<file path="src/rtl/core/tlns_pkg.sv">
// Package for the triggered LFSR noise sequencer: item types, register
// indexes, reset constants and the step ROM and lookup functions.
// No dependencies.
package tlns_pkg;

  // Result item (payload of the out_ channel)
  typedef struct packed {
    logic [7:0] level;
    logic       playing;
  } out_item_t;

  // Input item (payload of the in_ channel)
  typedef struct packed {
    logic [2:0] trigger_pins;
    logic       tick;
  } in_item_t;

  // Configuration register indexes
  typedef enum logic [1:0] {
    REG_DEBOUNCE_RELOAD = 2'd0,
    REG_TICK_INTERVAL   = 2'd1,
    REG_NOISE_SEED      = 2'd2,
    REG_REST_LEVEL      = 2'd3
  } cfg_reg_t;

  // Configuration register set
  typedef struct packed {
    logic [15:0] debounce_reload;
    logic [15:0] tick_interval;
    logic [14:0] noise_seed;
    logic [7:0]  rest_level;
  } cfg_t;

  localparam logic [15:0] DEBOUNCE_RELOAD_RST = 16'd250;
  localparam logic [15:0] TICK_INTERVAL_RST   = 16'd375;
  localparam logic [14:0] NOISE_SEED_RST      = 15'h4000;
  localparam logic [7:0]  REST_LEVEL_RST      = 8'h80;

  localparam int unsigned CFG_DATA_W = 16;
  localparam int unsigned ROW_W      = 3;   // ROM row index, covers up to 8 sequences
  localparam int unsigned STEP_W     = 7;   // step counter width
  localparam int unsigned ROM_ROWS   = 2;   // rows holding data; others read zero
  localparam int unsigned ROM_COLS   = 64;

  // Step ROM: bits 3:0 hold exponent, 6:4 volume index, 7 long LFSR mode
  function automatic logic [7:0] rom_byte(input logic [ROW_W-1:0] row,
                                          input logic [STEP_W-1:0] col);
    logic [7:0] b;
    b = 8'h00;
    if (col < STEP_W'(ROM_COLS) && row < ROW_W'(ROM_ROWS)) begin
      unique case (row)
        3'd0: begin
          // falling volume, eight steps per level, long mode
          b = {1'b1, 3'd7 - col[5:3], 4'h0};
          if (col == 7'd63) b = 8'h8F;
        end
        3'd1: begin
          // alternating short/long mode blocks of sixteen steps
          b = {col[4], 3'd7, 4'h0};
          if (col == 7'd63) b = 8'hFF;
        end
        default: b = 8'h00;
      endcase
    end
    return b;
  endfunction

  // Hold period: 0, then 2^(e-1) passes
  function automatic logic [14:0] hold_len(input logic [3:0] e);
    logic [14:0] h;
    h = (e == 4'd0) ? 15'd0 : (15'd1 << (e - 4'd1));
    return h;
  endfunction

  localparam logic [7:0] VOL_MASK [8] = '{8'h00, 8'h01, 8'h03, 8'h07,
                                          8'h0F, 8'h1F, 8'h3F, 8'h7F};
  localparam logic [7:0] VOL_OFF  [8] = '{8'h80, 8'h7F, 8'h7E, 8'h7C,
                                          8'h78, 8'h70, 8'h60, 8'h40};

  // One shift of the noise register; feedback into bit 14 or bit 6
  function automatic logic [14:0] lfsr_shift(input logic [14:0] l, input logic long_m);
    logic [14:0] t;
    logic        fb;
    fb = l[0] ^ l[1];
    t  = l >> 1;
    if (long_m) t[14] = t[14] | fb;
    else        t[6]  = t[6] | fb;
    return t;
  endfunction

endpackage

</file>
<file path="src/rtl/core/tlns_debounce.sv">
// Trigger decode, clamp and debounce for the noise sequencer.
// Depends on tlns_pkg.
module tlns_debounce #(
  parameter int unsigned SEQ_COUNT = 3,
  parameter int unsigned SW        = 2
) (
  input  logic          clk,
  input  logic          rst_n,
  input  logic          en,
  input  logic [2:0]    trigger_pins,
  input  logic [15:0]   debounce_reload,
  output logic [SW-1:0] stable_nxt
);
  import tlns_pkg::*;

  logic [15:0]   dl_r, dl_nxt, dl_dec;
  logic [SW-1:0] raw_last_r, raw_last_nxt;
  logic [SW-1:0] stable_r;
  logic [2:0]    trig_dec;
  logic [SW-1:0] trig;

  // active-low pins, clamp to the sequence count
  always_comb begin
    trig_dec = ~trigger_pins;
    if (trig_dec >= 3'(SEQ_COUNT)) trig = SW'(SEQ_COUNT);
    else                           trig = SW'(trig_dec);
  end

  // equal samples count down; a change reloads
  always_comb begin
    dl_nxt       = dl_r;
    raw_last_nxt = raw_last_r;
    stable_nxt   = stable_r;
    dl_dec       = dl_r - 16'd1;
    if (trig == raw_last_r) begin
      dl_nxt = dl_dec;
      if (dl_dec == 16'd0) begin
        stable_nxt = trig;
        dl_nxt     = debounce_reload;
      end
    end else begin
      raw_last_nxt = trig;
      dl_nxt       = debounce_reload;
    end
  end

  always_ff @(posedge clk) begin
    if (!rst_n) begin
      dl_r       <= DEBOUNCE_RELOAD_RST;
      raw_last_r <= '0;
      stable_r   <= '0;
    end else if (en) begin
      dl_r       <= dl_nxt;
      raw_last_r <= raw_last_nxt;
      stable_r   <= stable_nxt;
    end
  end

endmodule

</file>
<file path="src/rtl/core/tlns_seq.sv">
// Sequencer and noise generator: tick counting, step ROM, hold counter,
// LFSR and output level. Depends on tlns_pkg.
module tlns_seq #(
  parameter int unsigned SEQ_STEPS = 64,
  parameter int unsigned SW        = 2
) (
  input  logic          clk,
  input  logic          rst_n,
  input  logic          en,
  input  logic          tick,
  input  logic [SW-1:0] stable_trig,
  input  tlns_pkg::cfg_t cfg,
  output logic [7:0]    level_nxt,
  output logic          running_nxt
);
  import tlns_pkg::*;

  localparam logic [STEP_W-1:0] STEP_END  = STEP_W'(SEQ_STEPS);
  localparam logic [STEP_W-1:0] STEP_PAST = STEP_W'(SEQ_STEPS + 1);

  logic [15:0]       tick_count_r, tick_count_nxt, tc_inc;
  logic [STEP_W-1:0] step_now_r, step_now_nxt;
  logic [STEP_W-1:0] step_seen_r, step_seen_nxt;
  logic              running_r;
  logic              noise_en_r, noise_en_nxt;
  logic [SW-1:0]     stable_last_r, stable_last_nxt;
  logic [SW-1:0]     sel_r, sel_nxt;
  logic [14:0]       hold_limit_r, hold_limit_nxt;
  logic [15:0]       hold_count_r, hold_count_nxt;
  logic [2:0]        vol_r, vol_nxt;
  logic              long_r, long_nxt;
  logic [14:0]       lfsr_r, lfsr_nxt;
  logic [7:0]        level_r;
  logic [7:0]        rb, off;

  always_comb begin
    tick_count_nxt  = tick_count_r;
    step_now_nxt    = step_now_r;
    step_seen_nxt   = step_seen_r;
    running_nxt     = running_r;
    noise_en_nxt    = noise_en_r;
    stable_last_nxt = stable_last_r;
    sel_nxt         = sel_r;
    hold_limit_nxt  = hold_limit_r;
    vol_nxt         = vol_r;
    long_nxt        = long_r;
    lfsr_nxt        = lfsr_r;
    level_nxt       = level_r;
    hold_count_nxt  = hold_count_r + 16'd1;
    tc_inc          = tick_count_r + 16'd1;
    rb              = 8'h00;
    off             = 8'h00;

    // tick counting, only while running
    if (running_r && tick) begin
      tick_count_nxt = tc_inc;
      if (tc_inc >= cfg.tick_interval) begin
        tick_count_nxt = '0;
        step_now_nxt   = step_now_r + STEP_W'(1);
      end
    end

    // new nonzero debounced trigger restarts a sequence
    if (stable_trig != stable_last_r) begin
      stable_last_nxt = stable_trig;
      if (stable_trig != '0) begin
        sel_nxt        = stable_trig - SW'(1);
        tick_count_nxt = '0;
        step_now_nxt   = '0;
        step_seen_nxt  = '0;
        noise_en_nxt   = 1'b1;
        running_nxt    = 1'b1;
      end
    end

    // step change: end of sequence or new ROM byte
    if (step_now_nxt != step_seen_nxt) begin
      if (step_now_nxt > STEP_END) begin
        hold_limit_nxt = '0;
        vol_nxt        = '0;
        long_nxt       = 1'b1;
        noise_en_nxt   = 1'b0;
        lfsr_nxt       = cfg.noise_seed;
        step_now_nxt   = STEP_PAST;
        running_nxt    = 1'b0;
      end
      step_seen_nxt = step_now_nxt;
      if (step_seen_nxt <= STEP_END && step_seen_nxt != '0) begin
        rb             = rom_byte(ROW_W'(sel_nxt), step_seen_nxt - STEP_W'(1));
        hold_limit_nxt = hold_len(rb[3:0]);
        vol_nxt        = rb[6:4];
        long_nxt       = rb[7];
      end
    end

    // noise hold period elapsed: shift the LFSR while noise is enabled and refresh the level
    if (hold_count_r > {1'b0, hold_limit_nxt}) begin
      if (noise_en_nxt) lfsr_nxt = lfsr_shift(lfsr_nxt, long_nxt);
      off            = (vol_nxt == 3'd0) ? cfg.rest_level : VOL_OFF[vol_nxt];
      level_nxt      = (lfsr_nxt[7:0] & VOL_MASK[vol_nxt]) + off;
      hold_count_nxt = 16'd1;
    end
  end

  always_ff @(posedge clk) begin
    if (!rst_n) begin
      tick_count_r  <= '0;
      step_now_r    <= '0;
      step_seen_r   <= '0;
      running_r     <= 1'b0;
      noise_en_r    <= 1'b0;
      stable_last_r <= '0;
      sel_r         <= '0;
      hold_limit_r  <= '0;
      hold_count_r  <= 16'd1;
      vol_r         <= '0;
      long_r        <= 1'b1;
      lfsr_r        <= NOISE_SEED_RST;
      level_r       <= REST_LEVEL_RST;
    end else if (en) begin
      tick_count_r  <= tick_count_nxt;
      step_now_r    <= step_now_nxt;
      step_seen_r   <= step_seen_nxt;
      running_r     <= running_nxt;
      noise_en_r    <= noise_en_nxt;
      stable_last_r <= stable_last_nxt;
      sel_r         <= sel_nxt;
      hold_limit_r  <= hold_limit_nxt;
      hold_count_r  <= hold_count_nxt;
      vol_r         <= vol_nxt;
      long_r        <= long_nxt;
      lfsr_r        <= lfsr_nxt;
      level_r       <= level_nxt;
    end
  end

endmodule

</file>
<file path="src/rtl/core/triggered_lfsr_noise_sequencer_core.sv">
// Top level of the triggered LFSR noise sequencer: handshakes, input and
// result registers, configuration registers. Uses tlns_pkg, tlns_debounce,
// tlns_seq.
//
//   channel  | direction | payload                     | handshake
//   in_      | input     | in_item_t  (pins, tick)     | in_valid / in_ready
//   out_     | output    | out_item_t (level, playing) | out_valid / out_ready
//   cfg_     | input     | cfg_index, cfg_data         | cfg_valid / cfg_ready
//
// An item is held in the input register; its result is computed in a single
// pass and written to the result register when that register is free or
// being drained; one item per cycle sustained while out_ready stays high.
// Synchronous active-low reset restores all but in_data_r and out_data_r.
// A stalled result holds the result register and, behind it, the input
// register; cfg_ready is always high.
module triggered_lfsr_noise_sequencer_core #(
  parameter int unsigned SEQ_COUNT = 3,
  parameter int unsigned SEQ_STEPS = 64
) (
  input  logic                clk,
  input  logic                rst_n,
  input  logic                in_valid,
  output logic                in_ready,
  input  tlns_pkg::in_item_t  in_data,
  output logic                out_valid,
  input  logic                out_ready,
  output tlns_pkg::out_item_t out_data,
  input  logic                cfg_valid,
  output logic                cfg_ready,
  input  tlns_pkg::cfg_reg_t  cfg_index,
  input  logic [tlns_pkg::CFG_DATA_W-1:0] cfg_data
);
  import tlns_pkg::*;

  localparam int unsigned SW = $clog2(SEQ_COUNT + 1);

  in_item_t      in_data_r;
  logic          in_vld_r;
  out_item_t     out_data_r;
  logic          out_vld_r;
  logic          adv;
  cfg_t          cfg_r;
  logic [SW-1:0] stable_nxt;
  logic [7:0]    level_nxt;
  logic          running_nxt;

  // stage 2 fires when the input register holds an item and the result register is free or being drained
  assign adv       = in_vld_r && (!out_vld_r || out_ready);
  assign in_ready  = !in_vld_r || adv;
  assign out_valid = out_vld_r;
  assign out_data  = out_data_r;
  assign cfg_ready = 1'b1;

  // configuration registers
  always_ff @(posedge clk) begin
    if (!rst_n) begin
      cfg_r.debounce_reload <= DEBOUNCE_RELOAD_RST;
      cfg_r.tick_interval   <= TICK_INTERVAL_RST;
      cfg_r.noise_seed      <= NOISE_SEED_RST;
      cfg_r.rest_level      <= REST_LEVEL_RST;
    end else if (cfg_valid) begin
      unique case (cfg_index)
        REG_DEBOUNCE_RELOAD: cfg_r.debounce_reload <= cfg_data;
        REG_TICK_INTERVAL:   cfg_r.tick_interval   <= cfg_data;
        REG_NOISE_SEED:      cfg_r.noise_seed      <= cfg_data[14:0];
        REG_REST_LEVEL:      cfg_r.rest_level      <= cfg_data[7:0];
        default: ;
      endcase
    end
  end

  // input register
  always_ff @(posedge clk) begin
    if (!rst_n) begin
      in_vld_r <= 1'b0;
    end else if (in_ready) begin
      in_vld_r <= in_valid;
    end
  end

  always_ff @(posedge clk) begin
    if (in_ready && in_valid) in_data_r <= in_data;
  end

  // result register
  always_ff @(posedge clk) begin
    if (!rst_n) begin
      out_vld_r <= 1'b0;
    end else if (adv) begin
      out_vld_r <= 1'b1;
    end else if (out_ready) begin
      out_vld_r <= 1'b0;
    end
  end

  always_ff @(posedge clk) begin
    if (adv) begin
      out_data_r.level   <= level_nxt;
      out_data_r.playing <= running_nxt;
    end
  end

  tlns_debounce #(
    .SEQ_COUNT (SEQ_COUNT),
    .SW        (SW)
  ) u_debounce (
    .clk             (clk),
    .rst_n           (rst_n),
    .en              (adv),
    .trigger_pins    (in_data_r.trigger_pins),
    .debounce_reload (cfg_r.debounce_reload),
    .stable_nxt      (stable_nxt)
  );

  tlns_seq #(
    .SEQ_STEPS (SEQ_STEPS),
    .SW        (SW)
  ) u_seq (
    .clk         (clk),
    .rst_n       (rst_n),
    .en          (adv),
    .tick        (in_data_r.tick),
    .stable_trig (stable_nxt),
    .cfg         (cfg_r),
    .level_nxt   (level_nxt),
    .running_nxt (running_nxt)
  );

endmodule
</file>
<file path="config.mk">
export PLATFORM = sky130hd
export DESIGN_NAME = triggered_lfsr_noise_sequencer_core
export DESIGN_NICKNAME = d
export VERILOG_FILES = /design/src/rtl/core/tlns_pkg.sv /design/src/rtl/core/tlns_debounce.sv /design/src/rtl/core/tlns_seq.sv /design/src/rtl/core/triggered_lfsr_noise_sequencer_core.sv
export SDC_FILE = /design/constraint.sdc
export NUM_CORES = 1
export LEC_CHECK = 0
export ABC_AREA = 1
export BUFFER_PORTS_ARGS = -buffer_cell sky130_fd_sc_hd__buf_2
export CORE_UTILIZATION = 25
export DETAILED_ROUTE_END_ITERATION = 12
export PLACE_DENSITY = 0.44
export RECOVER_POWER = 25
export SKIP_LAST_GASP = 1
export SLEW_MARGIN = 20
export SYNTH_ARGS = -nofsm -noshare
export SYNTH_HDL_FRONTEND = slang
export SYNTH_SLANG_ARGS = --single-unit
</file>
<file path="constraint.sdc">
create_clock -name clk -period 6.75 [get_ports clk]
set_input_delay 0.675 -clock clk [delete_from_list [all_inputs] [get_ports clk]]
set_output_delay 0.675 -clock clk [all_outputs]
set_load 0.005 [all_outputs]
</file>
==> results_dict.tcl, run 1 <==
set metrics [dict create \
    status "complete, no violations" \
    drcViolationCount 0 \
    critPathCaptureType "register" \
    wirelength_um 27000 \
    synth-edff-count 13 \
    maxCapViolCount 0 \
    finalSetupViolCount 0 \
    grt_pass1_wl_um 44000 \
    dp_hpwl_um 19000 \
    drive_above_1_share_pct 14.1 \
    fin_worst_skew_ps 18.8 \
    grt_pass1_vias 8483 \
    cts_tree "done" \
    worstMarginPinSlew_ps 843 \
    yosysTopAreaCellShare_pct 33.8 \
    p_seq_share_pct 47.5 \
    ys_ff_latch 184 \
    power_uw 2430 \
    start_util_pct 25.5 \
    yosysUniqueCellTypes 54 \
    ir_worst_vdd_uv 179 \
    drtIter0Drc 339 \
    finalCriticalPeriod_ps 6350 \
    fill_cells 4418 \
    synthTopCellsByArea "dfxtp_1 (34%), nand2_1 (12%), inv_1 (7.1%)" \
    ant_nets 0 \
    worst_setup_path_start_kind "register" \
    switching_share_pct 28.4 \
    route.vias.total 9017 \
    p_leak_uw 0.00531 \
    fin_tns_setup_ps 0 \
    slowest_delay_ps 390 \
    max_slew_margin_pct 43.8 \
    syn_area_mm2 0.0101 \
    finalNetCount 1551 \
    port-buffer-count 37 \
    fmax_mhz 157 \
    hold_violations 0 \
    grt_use_total_pct 13.4 \
    grt_overflow_total 0 \
    die_area_mm2 0.0414 \
    arrival_ps 6570 \
    syn2layout_area_growth_pct 17.1 \
    yosys-top-cells-count "nand2_1 (317), inv_1 (192), dfxtp_1 (171), a21oi_1 (135), nor2_1 (118)" \
    synth_sequential_area_ratio_pct 37.6 \
    path_max_fanout 12 \
    combPwrFrac_pct 9.5 \
    rsz0062_at_grt "yes" \
    via_per_inst 4.47 \
    final_util_pct 29.8 \
    postSynthCellCount 1437 \
    syn_avg_cell_area_um2 7.05 \
    register_area_mm2 0.00382 \
    cp_common_cell "inv_1" \
    multiInputGateArea_mm2 0.00553 \
    p_switching_uw 689 \
    die_y_um 203 \
    timing.final.crit_share_pct 94.1 \
    grt_max_degree 82 \
    cp.required_ps 6970 \
    die_x_um 203 \
    min_path_type "input pin to register" \
    wl_per_cell_um 13.4 \
    htreeDepth 4 \
    cts_root_buf "clkbuf_16" \
    gp_congestion 0.845 \
    whs_ps 375 \
    num_antenna_cells 0 \
    drt_first_pass_iters 5 \
    crit_slowest_cell "a211oi_1" \
    boundaryPins 39 \
    async_flop_share_pct 0 \
    synth_nets 1511 \
    p_int_uw 1740 \
    clk_pin_slew_ps 80 \
    cts_buffers 17 \
    yosysMostFrequentCell "nand2_1" \
    cts_sinks 184 \
    synth-main-ff-cell "dfxtp_1" \
    ys_warn_count 0 \
    synth_top_cell_by_area "dfxtp_1" \
    drv_slew 0 \
    cts_max_path_buffers 2 \
    place_ws_ps -8.72 \
    layout_setup_ws_ps 398 \
    coreArea_mm2 0.0398 \
    crit_type "register to register" \
    insertion_delay_ps 470 \
    power_per_cell_area_mw_per_mm2 205 \
    antenna_found_initial 0 \
    power.share.clock_pct 43.0 \
    cts_hold_buf 0 \
    num_rows 73 \
]
-- sequential cells by signal, indices dropped and copies added (netlist names), 3 cells and up --
signal,cells
cfg_r,55
u_seq.step_seen_r,7
in_data_r,4
u_seq.hold_limit_r,15
u_seq.tick_count_r,16
u_debounce.dl_r,16
out_data,9
u_seq.level_r,8
u_seq.vol_r,3
u_seq.step_now_r,7
u_seq.hold_count_r,16
u_seq.lfsr_r,15
-- cells in the final DEF, fill, tap and decap left out, types with 13 or more instances in the layout --
master,netlist,final
nand2_1,317,309
inv_1,192,188
dfxtp_1,171,169
a21oi_1,135,132
nor2_1,118,112
o21ai_0,99,96
nand3_1,76,70
ha_1,46,42
buf_2,1,35
buf_4,3,34
o211ai_1,27,27
nand2_2,14,21
o21ai_1,16,17
xor2_1,20,17
clkbuf_16,0,17
nand4_1,16,16
o22ai_1,14,14
edfxtp_1,13,13
-- per-layer routing --
metal  track usage [%]  vias up  wire length [µm]
met5                 0        -                 0
met4              3.92        0               347
met3              2.73       24               642
met2              21.9       81             12500
met1              17.8     4143             13500
li1                  -     4769                 -
-- per-stage QoR --
stage,std cells,cell area [µm²]
floorplan,1437,10100
global placement,1974,11000
detailed placement,1974,11000
CTS,2006,11600
global route,2015,11900
finish,2015,11900
-- path summary, 6_finish.rpt --
path | from | to | slack, ps | cells past startpoint
max | u_seq.tick_count_r[2] | out_data[8] | 400 | 40
min reg2reg | u_seq.level_r[2] | u_seq.level_r[2] | 450 | 2
min | in_data[2] | in_data_r[2] | 380 | 1
max reg2reg | u_seq.tick_count_r[2] | out_data[8] | 400 | 40
-- cell families (layout without fill, tap and decap cells) --
| logic type | Yosys count | in the layout | share of synthesized area [%] |
|---|---|---|---|
| xor gates and xnor gates | 24 | 24 | 2.07 |
| AOI/OAI and AO/OA | 314 | 314 | 17.4 |
| DFF | 184 | 184 | 37.6 |
| buffers and inverters | 260 | 313 | 10.0 |
| and+or+nand+nor | 599 | 599 | 26.2 |
| other | 1 | 1 | 0.0370 |
| adders and majority gates | 47 | 47 | 5.88 |
| muxes | 8 | 8 | 0.790 |
-- final cells by class --
| class | instances | area share, % |
|---|---|---|
| Clock buffer | 17 | 3.59 |
| Clock inverter | 15 | 1.53 |
| Inverter | 208 | 6.70 |
| Multi-Input combinational cell | 993 | 46.6 |
| Sequential cell | 184 | 32.2 |
| Tap cell | 525 | 5.54 |
| Timing Repair Buffer | 72 | 3.79 |
| Timing Repair inverter | 1 | 0.0633 |
-- worst max-delay path: cells and delay by family (launching register included) --
| family | cells | cell delay (ps) |
|---|---|---|
| adder cells (fa/ha/maj) | 2 | 580 |
| flip-flops | 1 | 330 |
| XOR/XNOR | 2 | 390 |
| AND/OR/NAND/NOR | 20 | 2560 |
| AO/OA/AOI/OAI | 8 | 1580 |
| buffers and inverters | 8 | 660 |
-- power groups by stage --
stage / Clock (µW) / Sequential (µW) / Combinational, µW
2_1_floorplan: 0 / 1170 / 151
3_3_place_gp: 0 / 1180 / 222
3_5_place_dp: 0 / 1180 / 223
4_1_cts: 1090 / 1150 / 225
5_1_grt: 1120 / 1160 / 266
6_report: 1040 / 1150 / 231
-- repair_timing --
action | CTS | global route
resized for setup | 3 | 53
setup buffers | 0 | 8
endpoints found under the setup margin | 4 | 47
gates cloned | 0 | 1
pin swaps | 0 | 23
Note: power is estimated with default switching activity, not from simulation.
==> inputs of run 2 (changes only) <==
--- a/config.mk
+++ b/config.mk
@@ -7,9 +7,9 @@
 export LEC_CHECK = 0
 export ABC_AREA = 1
 export BUFFER_PORTS_ARGS = -buffer_cell sky130_fd_sc_hd__buf_2
-export CORE_UTILIZATION = 25
+export CORE_UTILIZATION = 35
 export DETAILED_ROUTE_END_ITERATION = 12
-export PLACE_DENSITY = 0.44
+export PLACE_DENSITY = 0.55
 export RECOVER_POWER = 25
 export SKIP_LAST_GASP = 1
 export SLEW_MARGIN = 20
==> run 2 against run 1 <==
Effect of this change:
- sequential share of layout area rose by 0.57 points
- worst hold slack gained 14 ps
- via count up 0.70%
- combinational power down 3%
- cell count fell by 7.2%
- die area is 28% lower
- utilization up 12 points
- power is 1.4% lower
- sequential power barely moved
- clock power about the same
- first-iteration DRC count rose by 36%
- final area shrank 1.7%
- critical path type unchanged
- highest routed layer unchanged
==> results_dict.tcl, run 2 (synthesis gave the netlist of run 1 again) <==
set metrics [dict create \
    grt_use_total_pct 17.5 \
    worst_setup_path_start_kind "register" \
    htreeDepth 4 \
    syn2layout_area_growth_pct 15.1 \
    finalCriticalPeriod_ps 6290 \
    finalSetupViolCount 0 \
    port-buffer-count 37 \
    start_util_pct 36.0 \
    rsz0062_at_grt "yes" \
    grt_pass1_vias 8375 \
    worstMarginPinSlew_ps 1020 \
    power_uw 2390 \
    path_max_fanout 5 \
    die_y_um 172 \
    dp_hpwl_um 17300 \
    coreArea_mm2 0.0282 \
    drive_above_1_share_pct 13.7 \
    cts_buffers 17 \
    largest_register_ffs 55 \
    cp_common_cell "inv_1" \
    ir_worst_vdd_uv 178 \
    die_x_um 172 \
    min_path_type "input pin to register" \
    critPathCaptureType "register" \
    cp.required_ps 6960 \
    wirelength_um 24800 \
    arrival_ps 6500 \
    layout_setup_ws_ps 462 \
    status "complete, no violations" \
    antenna_found_initial 0 \
    insertion_delay_ps 460 \
    ant_nets 0 \
    slowest_delay_ps 350 \
    place_ws_ps -109 \
    max_slew_margin_pct 31.4 \
    grt_overflow_total 0 \
    cts_max_path_buffers 2 \
    route.vias.total 9080 \
    maxCapViolCount 0 \
    p_leak_uw 0.00532 \
    wl_per_cell_um 13.3 \
    cts_hold_buf 0 \
    whs_ps 389 \
    cts_tree "done" \
    regMostFlops "cfg_r" \
    die_area_mm2 0.0296 \
    finalNetCount 1553 \
    fin_worst_skew_ps 16.2 \
    crit_slowest_cell "dfxtp_2" \
    via_per_inst 4.86 \
    hold_violations 0 \
    cts_sinks 184 \
    fmax_mhz 159 \
    boundaryPins 39 \
    clk_pin_slew_ps 80 \
    drt_first_pass_iters 5 \
    grt_pass1_wl_um 40900 \
    power_per_cell_area_mw_per_mm2 205 \
    drv_slew 0 \
    drcViolationCount 0 \
    grt_max_degree 83 \
    num_antenna_cells 0 \
    cts_root_buf "clkbuf_16" \
    gp_congestion 0.860 \
    num_rows 61 \
    crit_type "register to register" \
    drtIter0Drc 460 \
    layout_commonest_cell "nand2_1" \
    timing.final.crit_share_pct 93.2 \
    final_cell_mix "nand2_1 (312), inv_1 (189), dfxtp_1 (168)" \
]
## run 2: final cells by class
class | count | area (µm²)
fill | 2877 | 16500
multi-input combinational | 993 | 5510
sequential | 184 | 3820
inverter | 208 | 790
timing repair buffer | 75 | 478
tap | 378 | 473
clock buffer | 17 | 425
clock inverter | 15 | 173
## run 2: metrics by stage
| step | TNS [ps] | util [%] | instances | area (µm²) |
|---|---|---|---|---|
| finish | 0 | 41.4 | 1870 | 11700 |
| global route | -906 | 41.4 | 1870 | 11700 |
| CTS | 0 | 40.6 | 1863 | 11400 |
| detailed placement | -200 | 38.4 | 1831 | 10800 |
| global placement | 0 | 38.4 | 1831 | 10800 |
| floorplan | 0 | - | 1437 | 10100 |
## run 2: what timing repair did
item | 4_1_cts | 5_1_grt
pin swaps | 0 | 22
hold endpoints to repair | 0 | 0
buffers inserted | 0 | 7
endpoints found under the setup margin | 7 | 47
resized for setup | 3 | 44
## run 2: worst paths after layout
path / cells after the start / slack [ps] / endpoint / start
worst max-delay path: 43 / 460 / out_data[8] / u_seq.tick_count_r[1]
worst min-delay path: 1 / 390 / in_data_r[0] / in_data[0]
worst max register to register: 43 / 460 / out_data[8] / u_seq.tick_count_r[1]
worst min register to register: 2 / 450 / cfg_r[10] / cfg_r[10]
## run 2: critical path: cells and delay by family (launching register included)
kind | cells | cell delay (ps)
buffers and inverters | 7 | 470
XOR/XNOR | 2 | 370
flip-flops | 1 | 350
adder cells (fa/ha/maj) | 3 | 860
AND/OR/NAND/NOR | 26 | 3160
AO/OA/AOI/OAI | 5 | 840
## run 2: metal layers
| layer | routed length, µm | part of all wire (%) | global-route usage, % |
|---|---|---|---|
| met2 | 11600 | 47 | 29.0 |
| met3 | 785 | 3.2 | 3.91 |
| met4 | 374 | 1.5 | 5.19 |
| met5 | 0 | 0 | 0 |
| met1 | 12100 | 49 | 22.5 |
## run 2: power by group
group / total, µW / switching [µW] / internal [µW]
clock network: 1020 / 517 / 502
registers: 1150 / 17.9 / 1130
logic: 223 / 151 / 72.0
==> inputs of run 3 (changes only) <==
--- a/config.mk
+++ b/config.mk
@@ -6,11 +6,13 @@
 export NUM_CORES = 1
 export LEC_CHECK = 0
 export ABC_AREA = 1
-export BUFFER_PORTS_ARGS = -buffer_cell sky130_fd_sc_hd__buf_2
+export BUFFER_PORTS_ARGS = -buffer_cell sky130_fd_sc_hd__buf_4
 export CORE_UTILIZATION = 35
+export CTS_CLUSTER_SIZE = 24
 export DETAILED_ROUTE_END_ITERATION = 12
 export PLACE_DENSITY = 0.55
 export RECOVER_POWER = 25
+export SKIP_CTS_REPAIR_TIMING = 1
 export SKIP_LAST_GASP = 1
 export SLEW_MARGIN = 20
 export SYNTH_ARGS = -nofsm -noshare
==> run 3 against run 2 <==
Effect of this change:
- die area is the same
- global-route usage shrank 0.10 points
- combinational power grew 7%
- sequential power is essentially flat
- via count shrank 0.84%
- first-iteration DRC count shrank 9.1%
- routed wire length grew 0.22%
- non-clock buffer count grew 6
- cell count grew 0.32%
- clock skew grew 1.8 ps
- clock power is essentially flat
- critical endpoint unchanged
==> results_dict.tcl, run 3 (synthesis gave the netlist of run 1 again) <==
set metrics [dict create \
    finalNetCount 1559 \
    syn2layout_area_growth_pct 17.1 \
    power_per_cell_area_mw_per_mm2 205 \
    htreeDepth 4 \
    start_util_pct 36.0 \
    combPwrFrac_pct 9.8 \
    boundaryPins 39 \
    grt_use_total_pct 17.4 \
    largest_register_ffs 55 \
    finalCriticalPeriod_ps 6220 \
    worst_setup_path_start_kind "register" \
    ant_nets 0 \
    cts_root_buf "clkbuf_16" \
    clk_pin_slew_ps 90 \
    cp.required_ps 6950 \
    die_y_um 172 \
    num_antenna_cells 0 \
    die_x_um 172 \
    cts_buffers 17 \
    cts_sinks 184 \
    ir_worst_vdd_uv 164 \
    port-buffer-count 37 \
    multiInputGateArea_mm2 0.00555 \
    p_int_uw 1730 \
    dp_hpwl_um 17300 \
    arrival_ps 6420 \
    cts_tree "done" \
    critPathCaptureType "register" \
    drv_slew 0 \
    crit_type "register to register" \
    regMostFlops "cfg_r" \
    crit_slowest_cell "o41ai_4" \
    antenna_found_initial 0 \
    via_per_inst 4.80 \
    wl_per_cell_um 13.2 \
    fin_tns_setup_ps 0 \
    hold_violations 0 \
    drive_above_1_share_pct 14.2 \
    timing.final.crit_share_pct 92.1 \
    switching_share_pct 29.0 \
    fin_worst_skew_ps 18.0 \
    drtIter0Drc 418 \
    rsz0062_at_grt "yes" \
    gp_congestion 0.873 \
    fmax_mhz 161 \
    fill_cells 2874 \
    register_area_mm2 0.00382 \
    p_switching_uw 705 \
    max_slew_margin_pct 31.8 \
    maxCapViolCount 0 \
    final_cell_mix "nand2_1 (308), inv_1 (189), dfxtp_1 (169)" \
    worstMarginPinSlew_ps 1020 \
    grt_pass1_vias 8194 \
    slowest_delay_ps 430 \
    drt_first_pass_iters 5 \
    fin_cells 1876 \
    grt_pass1_wl_um 40700 \
    status "complete, no violations" \
    cts_max_path_buffers 2 \
    p_seq_share_pct 47.3 \
    grt_overflow_total 0 \
    post-place-cells 1830 \
    p_leak_uw 0.00539 \
    num_rows 61 \
    die_area_mm2 0.0296 \
    route.vias.total 9004 \
    wirelength_um 24800 \
    min_path_type "input pin to register" \
    finalSetupViolCount 0 \
    insertion_delay_ps 450 \
    drcViolationCount 0 \
    dpl_cell_area_mm2 0.0109 \
    power.share.clock_pct 42.9 \
    power_uw 2430 \
    design_area_mm2 0.0119 \
    layout_commonest_cell "nand2_1" \
    path_max_fanout 8 \
    grt_max_degree 83 \
    coreArea_mm2 0.0282 \
]
run 3: cell count changes in the layout (fill, tap and decap cells not counted), sizes merged:
cell,previous run,this run
buf,73,75
clkbuf,19,23
clkinv,10,9
inv,212,214
clkinvlp,1,0
run 3: final timing paths:
| check | depth (start not counted) | slack [ps] | from | endpoint |
|---|---|---|---|---|
| worst min-delay path | 1 | 420 | in_data[0] | in_data_r[0] |
| worst max register to register | 45 | 530 | u_seq.tick_count_r[2] | out_data[8] |
| worst max-delay path | 45 | 530 | u_seq.tick_count_r[2] | out_data[8] |
| worst min register to register | 2 | 460 | u_seq.hold_limit_r[6] | u_seq.hold_limit_r[6] |
run 3: per-stage QoR:
step                      setup slack [ps]  hold WS [ps]  util (%)
after CTS                            -74.2           379      40.9
after global placement                93.7           441      38.8
after floorplan                        533           425         -
after global routing                 -96.3           399      42.2
final                                  532           424      42.2
after detailed placement             -39.7           444      38.8
run 3: layout make-up:
class                   instances  area share, %
clock buffers                  17           3.58
clock inverters                15           1.59
inverters                     208           6.66
well taps                     378           3.98
repair buffers                 81           5.33
multi-input cells             993           46.7
flip-flops and latches        184           32.1
run 3: power groups by stage:
stage	Combinational (µW)	Sequential, µW	Clock, µW
global route	270	1160	1110
global placement	226	1180	0
floorplan	151	1170	0
detailed placement	228	1180	0
finish	239	1150	1040
CTS	230	1150	1080
run 3: routing by layer:
| layer | share of wire (%) | vias to the layer above | GRT usage (%) |
|---|---|---|---|
| li1 | - | 4767 | - |
| met1 | 49 | 4111 | 22.6 |
| met2 | 47 | 102 | 29.2 |
| met3 | 2.4 | 24 | 2.84 |
| met4 | 1.4 | 0 | 5.46 |
| met5 | 0 | - | 0 |
run 3: worst max-delay path: cells and delay by family (launching register included):
family                     cells  cell delay (ps)
adders and majority gates      2              570
DFF                            1              360
buffers and inverters          9              630
AOI/OAI and AO/OA              9             1640
and+or+nand+nor               25             2780
